File: src/clts_pkg.sv
// package: word types, token codes and byte classification for the token scanner
`default_nettype none
package clts_pkg;

    localparam int NUM_W = 31;
    localparam logic [NUM_W-1:0] NUM_MAX = {NUM_W{1'b1}};

    typedef struct packed {
        logic [7:0] source_byte;
        logic       end_of_text;
    } source_word_t;

    typedef struct packed {
        logic [3:0]       token_kind;
        logic [4:0]       token_code;
        logic [NUM_W-1:0] number_value;
        logic [7:0]       char_value;
        logic             overflowed;
        logic             last_of_run;
    } token_word_t;

    typedef enum logic [2:0] {
        MODE_IDLE,
        MODE_IDENT,
        MODE_NUM,
        MODE_STR,
        MODE_CHV,
        MODE_CHC,
        MODE_OP
    } scan_mode_t;

    localparam logic [3:0] KIND_IDENT_CHAR  = 4'd0;
    localparam logic [3:0] KIND_IDENT_END   = 4'd1;
    localparam logic [3:0] KIND_NUMBER      = 4'd2;
    localparam logic [3:0] KIND_STRING_CHAR = 4'd3;
    localparam logic [3:0] KIND_STRING_END  = 4'd4;
    localparam logic [3:0] KIND_CHAR_LIT    = 4'd5;
    localparam logic [3:0] KIND_OPERATOR    = 4'd6;
    localparam logic [3:0] KIND_PUNCT       = 4'd7;
    localparam logic [3:0] KIND_ERROR       = 4'd8;

    localparam logic [4:0] CODE_NONE      = 5'd0;
    localparam logic [4:0] ERR_BAD_PAIR   = 5'd0;
    localparam logic [4:0] ERR_OPEN_CHAR  = 5'd1;
    localparam logic [4:0] CODE_OR_OR     = 5'd13;
    localparam logic [4:0] CODE_AND_AND   = 5'd14;

    // single operator indexes
    localparam logic [3:0] OP_PLUS  = 4'd0;
    localparam logic [3:0] OP_MINUS = 4'd1;
    localparam logic [3:0] OP_STAR  = 4'd2;
    localparam logic [3:0] OP_SLASH = 4'd3;
    localparam logic [3:0] OP_PCT   = 4'd4;
    localparam logic [3:0] OP_BAR   = 4'd5;
    localparam logic [3:0] OP_AMP   = 4'd6;
    localparam logic [3:0] OP_CARET = 4'd7;
    localparam logic [3:0] OP_TILDE = 4'd8;
    localparam logic [3:0] OP_BANG  = 4'd9;
    localparam logic [3:0] OP_EQ    = 4'd10;
    localparam logic [3:0] OP_GT    = 4'd11;
    localparam logic [3:0] OP_LT    = 4'd12;

    localparam logic [7:0] CH_QUOTE  = 8'h22;
    localparam logic [7:0] CH_APOS   = 8'h27;
    localparam logic [7:0] CH_EQUALS = 8'h3D;
    localparam logic [7:0] CH_UNDER  = 8'h5F;
    localparam logic [7:0] CH_ZERO   = 8'h30;
    localparam logic [7:0] CH_NINE   = 8'h39;

    typedef struct packed {
        logic       hit;
        logic [3:0] idx;
    } lookup_t;

    function automatic logic is_alpha(input logic [7:0] b);
        return (b inside {[8'h61:8'h7A], [8'h41:8'h5A], CH_UNDER});
    endfunction

    function automatic logic is_digit(input logic [7:0] b);
        return (b inside {[CH_ZERO:CH_NINE]});
    endfunction

    function automatic lookup_t op_lookup(input logic [7:0] b);
        lookup_t r;
        r.hit = 1'b1;
        r.idx = OP_PLUS;
        case (b)
            8'h2B:   r.idx = OP_PLUS;
            8'h2D:   r.idx = OP_MINUS;
            8'h2A:   r.idx = OP_STAR;
            8'h2F:   r.idx = OP_SLASH;
            8'h25:   r.idx = OP_PCT;
            8'h7C:   r.idx = OP_BAR;
            8'h26:   r.idx = OP_AMP;
            8'h5E:   r.idx = OP_CARET;
            8'h7E:   r.idx = OP_TILDE;
            8'h21:   r.idx = OP_BANG;
            8'h3D:   r.idx = OP_EQ;
            8'h3E:   r.idx = OP_GT;
            8'h3C:   r.idx = OP_LT;
            default: r.hit = 1'b0;
        endcase
        return r;
    endfunction

    function automatic lookup_t punct_lookup(input logic [7:0] b);
        lookup_t r;
        r.hit = 1'b1;
        r.idx = 4'd0;
        case (b)
            8'h28:   r.idx = 4'd0;
            8'h29:   r.idx = 4'd1;
            8'h7B:   r.idx = 4'd2;
            8'h7D:   r.idx = 4'd3;
            8'h5B:   r.idx = 4'd4;
            8'h5D:   r.idx = 4'd5;
            8'h3B:   r.idx = 4'd6;
            default: r.hit = 1'b0;
        endcase
        return r;
    endfunction

    // code of "x=" for a held operator; zero means no such pair
    function automatic logic [4:0] eq_pair_code(input logic [3:0] idx);
        logic [4:0] c;
        case (idx)
            OP_PLUS:  c = 5'd19;
            OP_MINUS: c = 5'd20;
            OP_STAR:  c = 5'd21;
            OP_SLASH: c = 5'd22;
            OP_PCT:   c = 5'd23;
            OP_BAR:   c = 5'd24;
            OP_AMP:   c = 5'd25;
            OP_CARET: c = 5'd26;
            OP_BANG:  c = 5'd16;
            OP_EQ:    c = 5'd15;
            OP_GT:    c = 5'd18;
            OP_LT:    c = 5'd17;
            default:  c = 5'd0;
        endcase
        return c;
    endfunction

    function automatic logic can_double(input logic [3:0] idx);
        return (idx inside {OP_PLUS, OP_MINUS, OP_BAR, OP_AMP, OP_LT, OP_GT});
    endfunction

    function automatic token_word_t make_token(
        input logic [3:0]       kind,
        input logic [4:0]       code,
        input logic [NUM_W-1:0] num,
        input logic [7:0]       ch,
        input logic             ovf
    );
        token_word_t t;
        t.token_kind   = kind;
        t.token_code   = code;
        t.number_value = num;
        t.char_value   = ch;
        t.overflowed   = ovf;
        t.last_of_run  = 1'b0;
        return t;
    endfunction

endpackage
`default_nettype wire

File: src/c_like_token_scanner.sv
// top level: byte-serial scanner for c-like source text with a three-entry token queue
`default_nettype none
// Takes one source byte per word and emits zero, one or two token words per byte.
// A byte is decoded in the cycle it is accepted and its tokens show at the output
// from the next cycle on, through a three-entry queue; the input is ready while
// the queue holds at most one token. With a downstream that always takes tokens,
// one byte is accepted every cycle as long as bytes give at most one token; a byte
// that gives two (a token closed by a letter or punctuation byte that gives a token
// of its own) holds the input back, as the output side moves one token per cycle.
module c_like_token_scanner (
    input  wire logic                        clk,
    input  wire logic                        rst_n,
    input  wire logic                        source_valid,
    output logic                             source_ready,
    input  wire clts_pkg::source_word_t      source_word,
    output logic                             token_valid,
    input  wire logic                        token_ready,
    output clts_pkg::token_word_t            token_word
);
    import clts_pkg::*;

    scan_mode_t       mode_reg, mode_next;
    logic [3:0]       held_reg, held_next;
    logic [NUM_W-1:0] acc_reg, acc_next;
    logic             sat_reg, sat_next;

    token_word_t      q_reg [3];
    token_word_t      q_next [3];
    logic [1:0]       count_reg, count_next;

    logic             accept, pop;
    logic [7:0]       b;
    lookup_t          b_op, b_punct;
    logic             b_alpha, b_digit;
    logic [34:0]      acc_wide;

    // decode of the byte as the start of a new token
    scan_mode_t       fresh_mode;
    logic             fresh_emit;
    token_word_t      fresh_tok;

    logic             pre_emit, use_fresh;
    token_word_t      pre_tok;
    logic [1:0]       n_tok;
    token_word_t      tok0, tok1;
    logic [1:0]       base;

    assign source_ready = ~count_reg[1];
    assign accept       = source_valid & source_ready;
    assign token_valid  = (count_reg != 2'd0);
    assign token_word   = q_reg[0];
    assign pop          = token_valid & token_ready;

    assign b       = source_word.source_byte;
    assign b_op    = op_lookup(b);
    assign b_punct = punct_lookup(b);
    assign b_alpha = is_alpha(b);
    assign b_digit = is_digit(b);
    assign acc_wide = ({4'd0, acc_reg} << 3) + ({4'd0, acc_reg} << 1) + {31'd0, b[3:0]};

    always_comb
    begin
        fresh_mode = MODE_IDLE;
        fresh_emit = 1'b0;
        fresh_tok  = make_token(KIND_IDENT_CHAR, CODE_NONE, '0, 8'd0, 1'b0);
        if (b_alpha)
        begin
            fresh_mode = MODE_IDENT;
            fresh_emit = 1'b1;
            fresh_tok  = make_token(KIND_IDENT_CHAR, CODE_NONE, '0, b, 1'b0);
        end
        else if (b_digit)
        begin
            fresh_mode = MODE_NUM;
        end
        else if (b == CH_QUOTE)
        begin
            fresh_mode = MODE_STR;
        end
        else if (b == CH_APOS)
        begin
            fresh_mode = MODE_CHV;
        end
        else if (b_op.hit)
        begin
            fresh_mode = MODE_OP;
        end
        else if (b_punct.hit)
        begin
            fresh_emit = 1'b1;
            fresh_tok  = make_token(KIND_PUNCT, {1'b0, b_punct.idx}, '0, 8'd0, 1'b0);
        end
    end

    always_comb
    begin
        mode_next = mode_reg;
        held_next = held_reg;
        acc_next  = acc_reg;
        sat_next  = sat_reg;
        pre_emit  = 1'b0;
        pre_tok   = make_token(KIND_IDENT_CHAR, CODE_NONE, '0, 8'd0, 1'b0);
        use_fresh = 1'b0;

        if (source_word.end_of_text)
        begin
            mode_next = MODE_IDLE;
            held_next = OP_PLUS;
            acc_next  = '0;
            sat_next  = 1'b0;
            case (mode_reg)
                MODE_IDENT:
                begin
                    pre_emit = 1'b1;
                    pre_tok  = make_token(KIND_IDENT_END, CODE_NONE, '0, 8'd0, 1'b0);
                end
                MODE_NUM:
                begin
                    pre_emit = 1'b1;
                    pre_tok  = make_token(KIND_NUMBER, CODE_NONE, acc_reg, 8'd0, sat_reg);
                end
                MODE_STR:
                begin
                    pre_emit = 1'b1;
                    pre_tok  = make_token(KIND_STRING_END, CODE_NONE, '0, 8'd0, 1'b0);
                end
                MODE_CHV:
                begin
                    pre_emit = 1'b1;
                    pre_tok  = make_token(KIND_ERROR, ERR_OPEN_CHAR, '0, 8'd0, 1'b0);
                end
                MODE_OP:
                begin
                    pre_emit = 1'b1;
                    pre_tok  = make_token(KIND_OPERATOR, {1'b0, held_reg}, '0, 8'd0, 1'b0);
                end
                default:
                begin
                    pre_emit = 1'b0;
                end
            endcase
        end
        else
        begin
            case (mode_reg)
                MODE_IDENT:
                begin
                    if (b_alpha || b_digit)
                    begin
                        pre_emit = 1'b1;
                        pre_tok  = make_token(KIND_IDENT_CHAR, CODE_NONE, '0, b, 1'b0);
                    end
                    else
                    begin
                        pre_emit  = 1'b1;
                        pre_tok   = make_token(KIND_IDENT_END, CODE_NONE, '0, 8'd0, 1'b0);
                        use_fresh = 1'b1;
                    end
                end
                MODE_NUM:
                begin
                    if (b_digit)
                    begin
                        if (acc_wide > {4'd0, NUM_MAX})
                        begin
                            acc_next = NUM_MAX;
                            sat_next = 1'b1;
                        end
                        else
                        begin
                            acc_next = acc_wide[NUM_W-1:0];
                        end
                    end
                    else
                    begin
                        pre_emit  = 1'b1;
                        pre_tok   = make_token(KIND_NUMBER, CODE_NONE, acc_reg, 8'd0, sat_reg);
                        acc_next  = '0;
                        sat_next  = 1'b0;
                        use_fresh = 1'b1;
                    end
                end
                MODE_STR:
                begin
                    pre_emit = 1'b1;
                    if (b == CH_QUOTE)
                    begin
                        pre_tok   = make_token(KIND_STRING_END, CODE_NONE, '0, 8'd0, 1'b0);
                        mode_next = MODE_IDLE;
                    end
                    else
                    begin
                        pre_tok = make_token(KIND_STRING_CHAR, CODE_NONE, '0, b, 1'b0);
                    end
                end
                MODE_CHV:
                begin
                    pre_emit  = 1'b1;
                    pre_tok   = make_token(KIND_CHAR_LIT, CODE_NONE, '0, b, 1'b0);
                    mode_next = MODE_CHC;
                end
                MODE_CHC:
                begin
                    mode_next = MODE_IDLE;
                end
                MODE_OP:
                begin
                    pre_emit = 1'b1;
                    if (b == CH_EQUALS)
                    begin
                        mode_next = MODE_IDLE;
                        if (eq_pair_code(held_reg) == CODE_NONE)
                        begin
                            pre_tok = make_token(KIND_ERROR, ERR_BAD_PAIR, '0, 8'd0, 1'b0);
                        end
                        else
                        begin
                            pre_tok = make_token(KIND_OPERATOR, eq_pair_code(held_reg),
                                                 '0, 8'd0, 1'b0);
                        end
                    end
                    else if (b_op.hit && (b_op.idx == held_reg) && can_double(held_reg))
                    begin
                        mode_next = MODE_IDLE;
                        if (held_reg == OP_BAR)
                        begin
                            pre_tok = make_token(KIND_OPERATOR, CODE_OR_OR, '0, 8'd0, 1'b0);
                        end
                        else if (held_reg == OP_AMP)
                        begin
                            pre_tok = make_token(KIND_OPERATOR, CODE_AND_AND, '0, 8'd0, 1'b0);
                        end
                        else
                        begin
                            pre_tok = make_token(KIND_ERROR, ERR_BAD_PAIR, '0, 8'd0, 1'b0);
                        end
                    end
                    else
                    begin
                        pre_tok   = make_token(KIND_OPERATOR, {1'b0, held_reg}, '0, 8'd0, 1'b0);
                        use_fresh = 1'b1;
                    end
                end
                default:
                begin
                    use_fresh = 1'b1;
                end
            endcase

            if (use_fresh)
            begin
                mode_next = fresh_mode;
                if (b_digit)
                begin
                    acc_next = {{(NUM_W-4){1'b0}}, b[3:0]};
                    sat_next = 1'b0;
                end
                if (b_op.hit)
                begin
                    held_next = b_op.idx;
                end
            end
        end
    end

    // pack up to two tokens, marking the last one of this byte
    always_comb
    begin
        tok0  = pre_emit ? pre_tok : fresh_tok;
        tok1  = fresh_tok;
        n_tok = 2'd0;
        if (pre_emit && use_fresh && fresh_emit)
        begin
            n_tok = 2'd2;
            tok1.last_of_run = 1'b1;
        end
        else if (pre_emit || (use_fresh && fresh_emit))
        begin
            n_tok = 2'd1;
            tok0.last_of_run = 1'b1;
        end
    end

    // token queue, head at entry zero
    always_comb
    begin
        base = count_reg - {1'b0, pop};
        for (int i = 0; i < 3; i++)
        begin
            if (pop && (i < 2))
            begin
                q_next[i] = q_reg[i+1];
            end
            else
            begin
                q_next[i] = q_reg[i];
            end
            if (accept && (n_tok != 2'd0) && (2'(i) == base))
            begin
                q_next[i] = tok0;
            end
            if (accept && (n_tok == 2'd2) && (2'(i) == base + 2'd1))
            begin
                q_next[i] = tok1;
            end
        end
        count_next = base + (accept ? n_tok : 2'd0);
    end

    always_ff @(posedge clk or negedge rst_n)
    begin
        if (!rst_n)
        begin
            mode_reg  <= MODE_IDLE;
            held_reg  <= OP_PLUS;
            acc_reg   <= '0;
            sat_reg   <= 1'b0;
            count_reg <= 2'd0;
        end
        else
        begin
            count_reg <= count_next;
            if (accept)
            begin
                mode_reg <= mode_next;
                held_reg <= held_next;
                acc_reg  <= acc_next;
                sat_reg  <= sat_next;
            end
        end
    end

    always_ff @(posedge clk)
    begin
        for (int i = 0; i < 3; i++)
        begin
            q_reg[i] <= q_next[i];
        end
    end

`ifndef SYNTHESIS
    a_acc_only_in_number: assert property (@(posedge clk) disable iff (!rst_n)
        (mode_reg != MODE_NUM) |-> ((acc_reg == '0) && !sat_reg))
        else $error("accumulator not clear outside a number");

    a_sat_holds_max: assert property (@(posedge clk) disable iff (!rst_n)
        sat_reg |-> (acc_reg == NUM_MAX))
        else $error("saturated number not at maximum");

    a_held_is_operator: assert property (@(posedge clk) disable iff (!rst_n)
        (mode_reg == MODE_OP) |-> (held_reg <= OP_LT))
        else $error("held operator index out of range");

    a_end_clears_mode: assert property (@(posedge clk) disable iff (!rst_n)
        (accept && source_word.end_of_text) |=> (mode_reg == MODE_IDLE))
        else $error("end of text left scanner busy");

    a_count_bound: assert property (@(posedge clk) disable iff (!rst_n)
        (count_reg == 2'd3) |-> !source_ready)
        else $error("queue full but input ready");
`endif

endmodule
`default_nettype wire
File: config.mk
export PLATFORM = sky130hd
export DESIGN_NAME = c_like_token_scanner
export DESIGN_NICKNAME = d
export VERILOG_FILES = /design/src/clts_pkg.sv /design/src/c_like_token_scanner.sv
export SDC_FILE = /design/constraint.sdc
export NUM_CORES = 1
export LEC_CHECK = 0
export ABC_CLOCK_PERIOD_IN_PS = 5330
export BUFFER_PORTS_ARGS = -buffer_cell sky130_fd_sc_hd__buf_2
export CAP_MARGIN = 20
export CORE_ASPECT_RATIO = 1.4
export CORE_MARGIN = 10
export CORE_UTILIZATION = 60
export DETAILED_ROUTE_END_ITERATION = 10
export PLACE_DENSITY = 0.78
export RECOVER_POWER = 100
export SYNTH_ARGS = -nofsm -noshare
export SYNTH_HDL_FRONTEND = slang
export SYNTH_SLANG_ARGS = --single-unit
File: constraint.sdc
create_clock -name clk -period 5.33 [get_ports clk]
set_input_delay 1.3325 -clock clk [delete_from_list [all_inputs] [get_ports clk]]
set_output_delay 1.3325 -clock clk [all_outputs]
set_load 0.05 [all_outputs]
==> flow_summary.yaml <==
run_status:
  outcome: "complete, but fails checks"
  violations: "max-capacitance violations, max-slew violations"
cts:
  cts.sink_count: 191
  worstSkewPairLatency_ns: 0.45
  cts_tree: "done"
  hold_buffers: 0
  cts_root_buf: "clkbuf_16"
  clockBufferDepth: 2
  post_cts_buffers: 0
  cts_buffers: 17
  cts_resized: 0
  htreeDepth: 4
  cts.clk_slew.worst_paths_ns: 0.07
cells_and_area:
  diodes: 0
  drive_gt1_share_pct: 8.748
  final_nets: 1475
  area_growth_pct: 5.412
  final_util_pct: 64.36
  largest_register_ffs: 150
floorplanning:
  pin_count: 65
  rows: 62
  start_util_pct: 61.06
  core_area_um2: 20560
  fp.dieH_um: 191.1
  die_w_um: 142.2
  die_area_um2: 27190
logic_synthesis:
  ys.flop_type: "dfxtp_1"
  avgSynthCellArea_um2: 8.815
  ys_ff_latch: 191
  synthCells: 1424
  postSynth.asyncResetShare_pct: 21.47
  syn_nets: 1506
  synth_edf_count: 45
  seq_area_frac_synth_pct: 35.69
  yosys_warnings: 0
  synth.distinct_cells: 80
  syn_area_um2: 12550
routing:
  wl_per_cell_um: 19.53
  drcViolationCount: 0
  ant_nets: 0
  vias: 10900
  drt_iter0_drc: 922
  wl_mm: 32.47
  drt_first_pass_iters: 7
  vias_per_cell: 6.560
timing:
  fin_skew_ns: 0.01583
  maxSlewHeadroom_pct: -60.55
  worst_slew_pin_slew_ns: 2.408
  layout_min_cycle_time_ns: 4.941
  fmax_mhz: 202.4
  setup_tns_ns: 0
  fin_crit_sh_pct: 92.71
  setup_viol: 0
  slew_violations: 42
  grt_setup_unrepaired: "no"
  setup_slack_ns: 0.3886
  hold_viol: 0
power:
  p_leak_nw: 5.424
  p_int_mw: 3.287
  powerDensity_nw_per_um2: 435.4
  power_switching_share_pct: 42.94
  p_switching_mw: 2.474
  power_frac_seq_pct: 37.4
  comb_power_share_pct: 40.6
  clockPowerShare_pct: 22.0
  vdd_drop_max_uv: 226.6
place:
  port_buffers: 64
  dpl.hpwl_mm: 22.29
  place_ws_ns: 0.2907
  place_congestion: 1.001
global_route:
  grt_max_degree: 62
  grt_pass1_wl_mm: 52.77
  antenna_found_initial: 0
  grtUsageTotal_pct: 23.43
  grt_pass1_vias: 10520
  grt-ovfl-total: 0
critical_path:
  startpoint_type: "primary input"
  cp_data_required_time_ns: 5.54
  critPathMaxFanout: 14
  critPathCaptureType: "register"
  arrival_ns: 5.15
  critPathKind: "in -> reg"
job:
  maxCapViolations: 1
worst_hold_path:
  min_path_type: "reg -> reg"
metrics by stage:
stage / hold slack, ns / instances / power, mW / cell area [µm²]
2_1_floorplan: 0.4489 / 1424 / 4.164 / 12550
3_3_place_gp: 0.4571 / 1630 / 4.503 / 12760
3_5_place_dp: 0.4604 / 1630 / 4.560 / 12760
4_1_cts: 0.4730 / 1662 / 5.826 / 13350
5_1_grt: 0.4905 / 1662 / 6.043 / 13230
6_report: 0.4749 / 1662 / 5.760 / 13230
cells by family after synthesis:
group           after synthesis  share of synthesized area (%)
compound gates              415                          21.69
simple gates                441                          18.43
flops                       191                          35.69
xor+xnor                     33                          2.303
mux                          89                          7.147
fa+ha+maj                    69                          6.998
buf+inv                     186                          7.745
final cells by class:
| class | count | area (µm²) |
|---|---|---|
| clock inverters | 15 | 156.4 |
| multi-input cells | 1047 | 7144 |
| clock buffers | 17 | 425.4 |
| fillers | 1693 | 7326 |
| repair buffers | 105 | 589.3 |
| well taps | 256 | 320.3 |
| flip-flops and latches | 191 | 4479 |
| inverters | 31 | 116.4 |
critical path, cell delays in order:
cell and delay [ns]:
buf_2 0.24, clkbuf_1 0.51, xnor2_1 0.14, or4b_1 0.59, and2_0 0.21, a221o_1 0.34, nor3_4 0.21, o32a_1 0.50
o21ai_0 0.25, nor2_1 0.20, nand2_1 0.31, buf_4 0.31
path summary, 6_finish.rpt:
check,endpoint,depth (start not counted),start,slack (ns)
worst max-delay path,q_reg[0][59]$_DFFE_PP_,12,source_word[2],0.39
worst min-delay path,q_reg[0][140]$_SDFFE_PP0N_,2,q_reg[0][140]$_SDFFE_PP0N_,0.47
worst max register to register,acc_reg[26]$_DFFE_PN0P_,14,acc_reg[0]$_DFFE_PN0P_,1.21
worst min register to register,q_reg[0][140]$_SDFFE_PP0N_,2,q_reg[0][140]$_SDFFE_PP0N_,0.47
max in group asynchronous,acc_reg[20]$_DFFE_PN0P_,1,rst_n,2.35
min in group asynchronous,acc_reg[23]$_DFFE_PN0P_,1,rst_n,1.62
layout by cell type (no fill, tap or decap), types with 7 or more instances in the layout:
| master | instances |
|---|---|
| nor3_1 | 45 |
| buf_2 | 10 |
| dfxtp_1 | 105 |
| inv_1 | 29 |
| and3_1 | 7 |
| nand2b_1 | 45 |
| clkbuf_16 | 17 |
| mux2i_1 | 84 |
| ha_1 | 67 |
| nor2b_1 | 17 |
| nand3_1 | 98 |
| a22o_1 | 16 |
| dfrtp_1 | 41 |
| a21oi_1 | 149 |
| buf_4 | 26 |
| nor2_1 | 54 |
| o21a_1 | 7 |
| o211ai_1 | 16 |
| and2_1 | 7 |
| a211oi_1 | 44 |
| o31ai_1 | 10 |
| edfxtp_1 | 45 |
| o21ai_0 | 48 |
| xor2_1 | 10 |
| nand2_1 | 85 |
| xnor2_1 | 23 |
| a31oi_1 | 13 |
| a21o_1 | 17 |
| nand4_1 | 8 |
| or3_1 | 8 |
| or2_2 | 27 |
| clkbuf_1 | 61 |
| a22oi_1 | 7 |
| o2bb2ai_1 | 30 |
Yosys cell counts (44+ instances only):
cell | count | area share (%)
dfxtp_1 | 105 | 17
nand3_1 | 98 | 3.9
o21ai_0 | 47 | 1.9
a21oi_1 | 150 | 6.0
edfxtp_1 | 45 | 11
nand2_1 | 86 | 2.6
nor2_1 | 53 | 1.6
nand2b_1 | 45 | 2.2
a211oi_1 | 44 | 2.6
ha_1 | 67 | 6.7
buf_4 | 55 | 3.3
clkbuf_1 | 62 | 1.9
nor3_1 | 45 | 1.8
mux2i_1 | 84 | 6.7
layer usage:
layer | vias up | global-route usage [%] | part of all wire, %
met3 | 92 | 3.526 | 4.9
met5 | - | 0 | 0
met4 | 0 | 11.82 | 3.9
met1 | 5256 | 26.51 | 39
met2 | 392 | 41.59 | 52
li1 | 5162 | - | -
power groups by stage:
stage               Combinational (mW)  Sequential [mW]  Clock (mW)
floorplan                         2.12             2.04           0
global placement                  2.35             2.16           0
detailed placement                2.39             2.17           0
CTS                               2.40             2.14        1.29
global route                      2.51             2.19        1.34
finish                            2.34             2.15        1.27
Power figures use the tool's default switching activity.
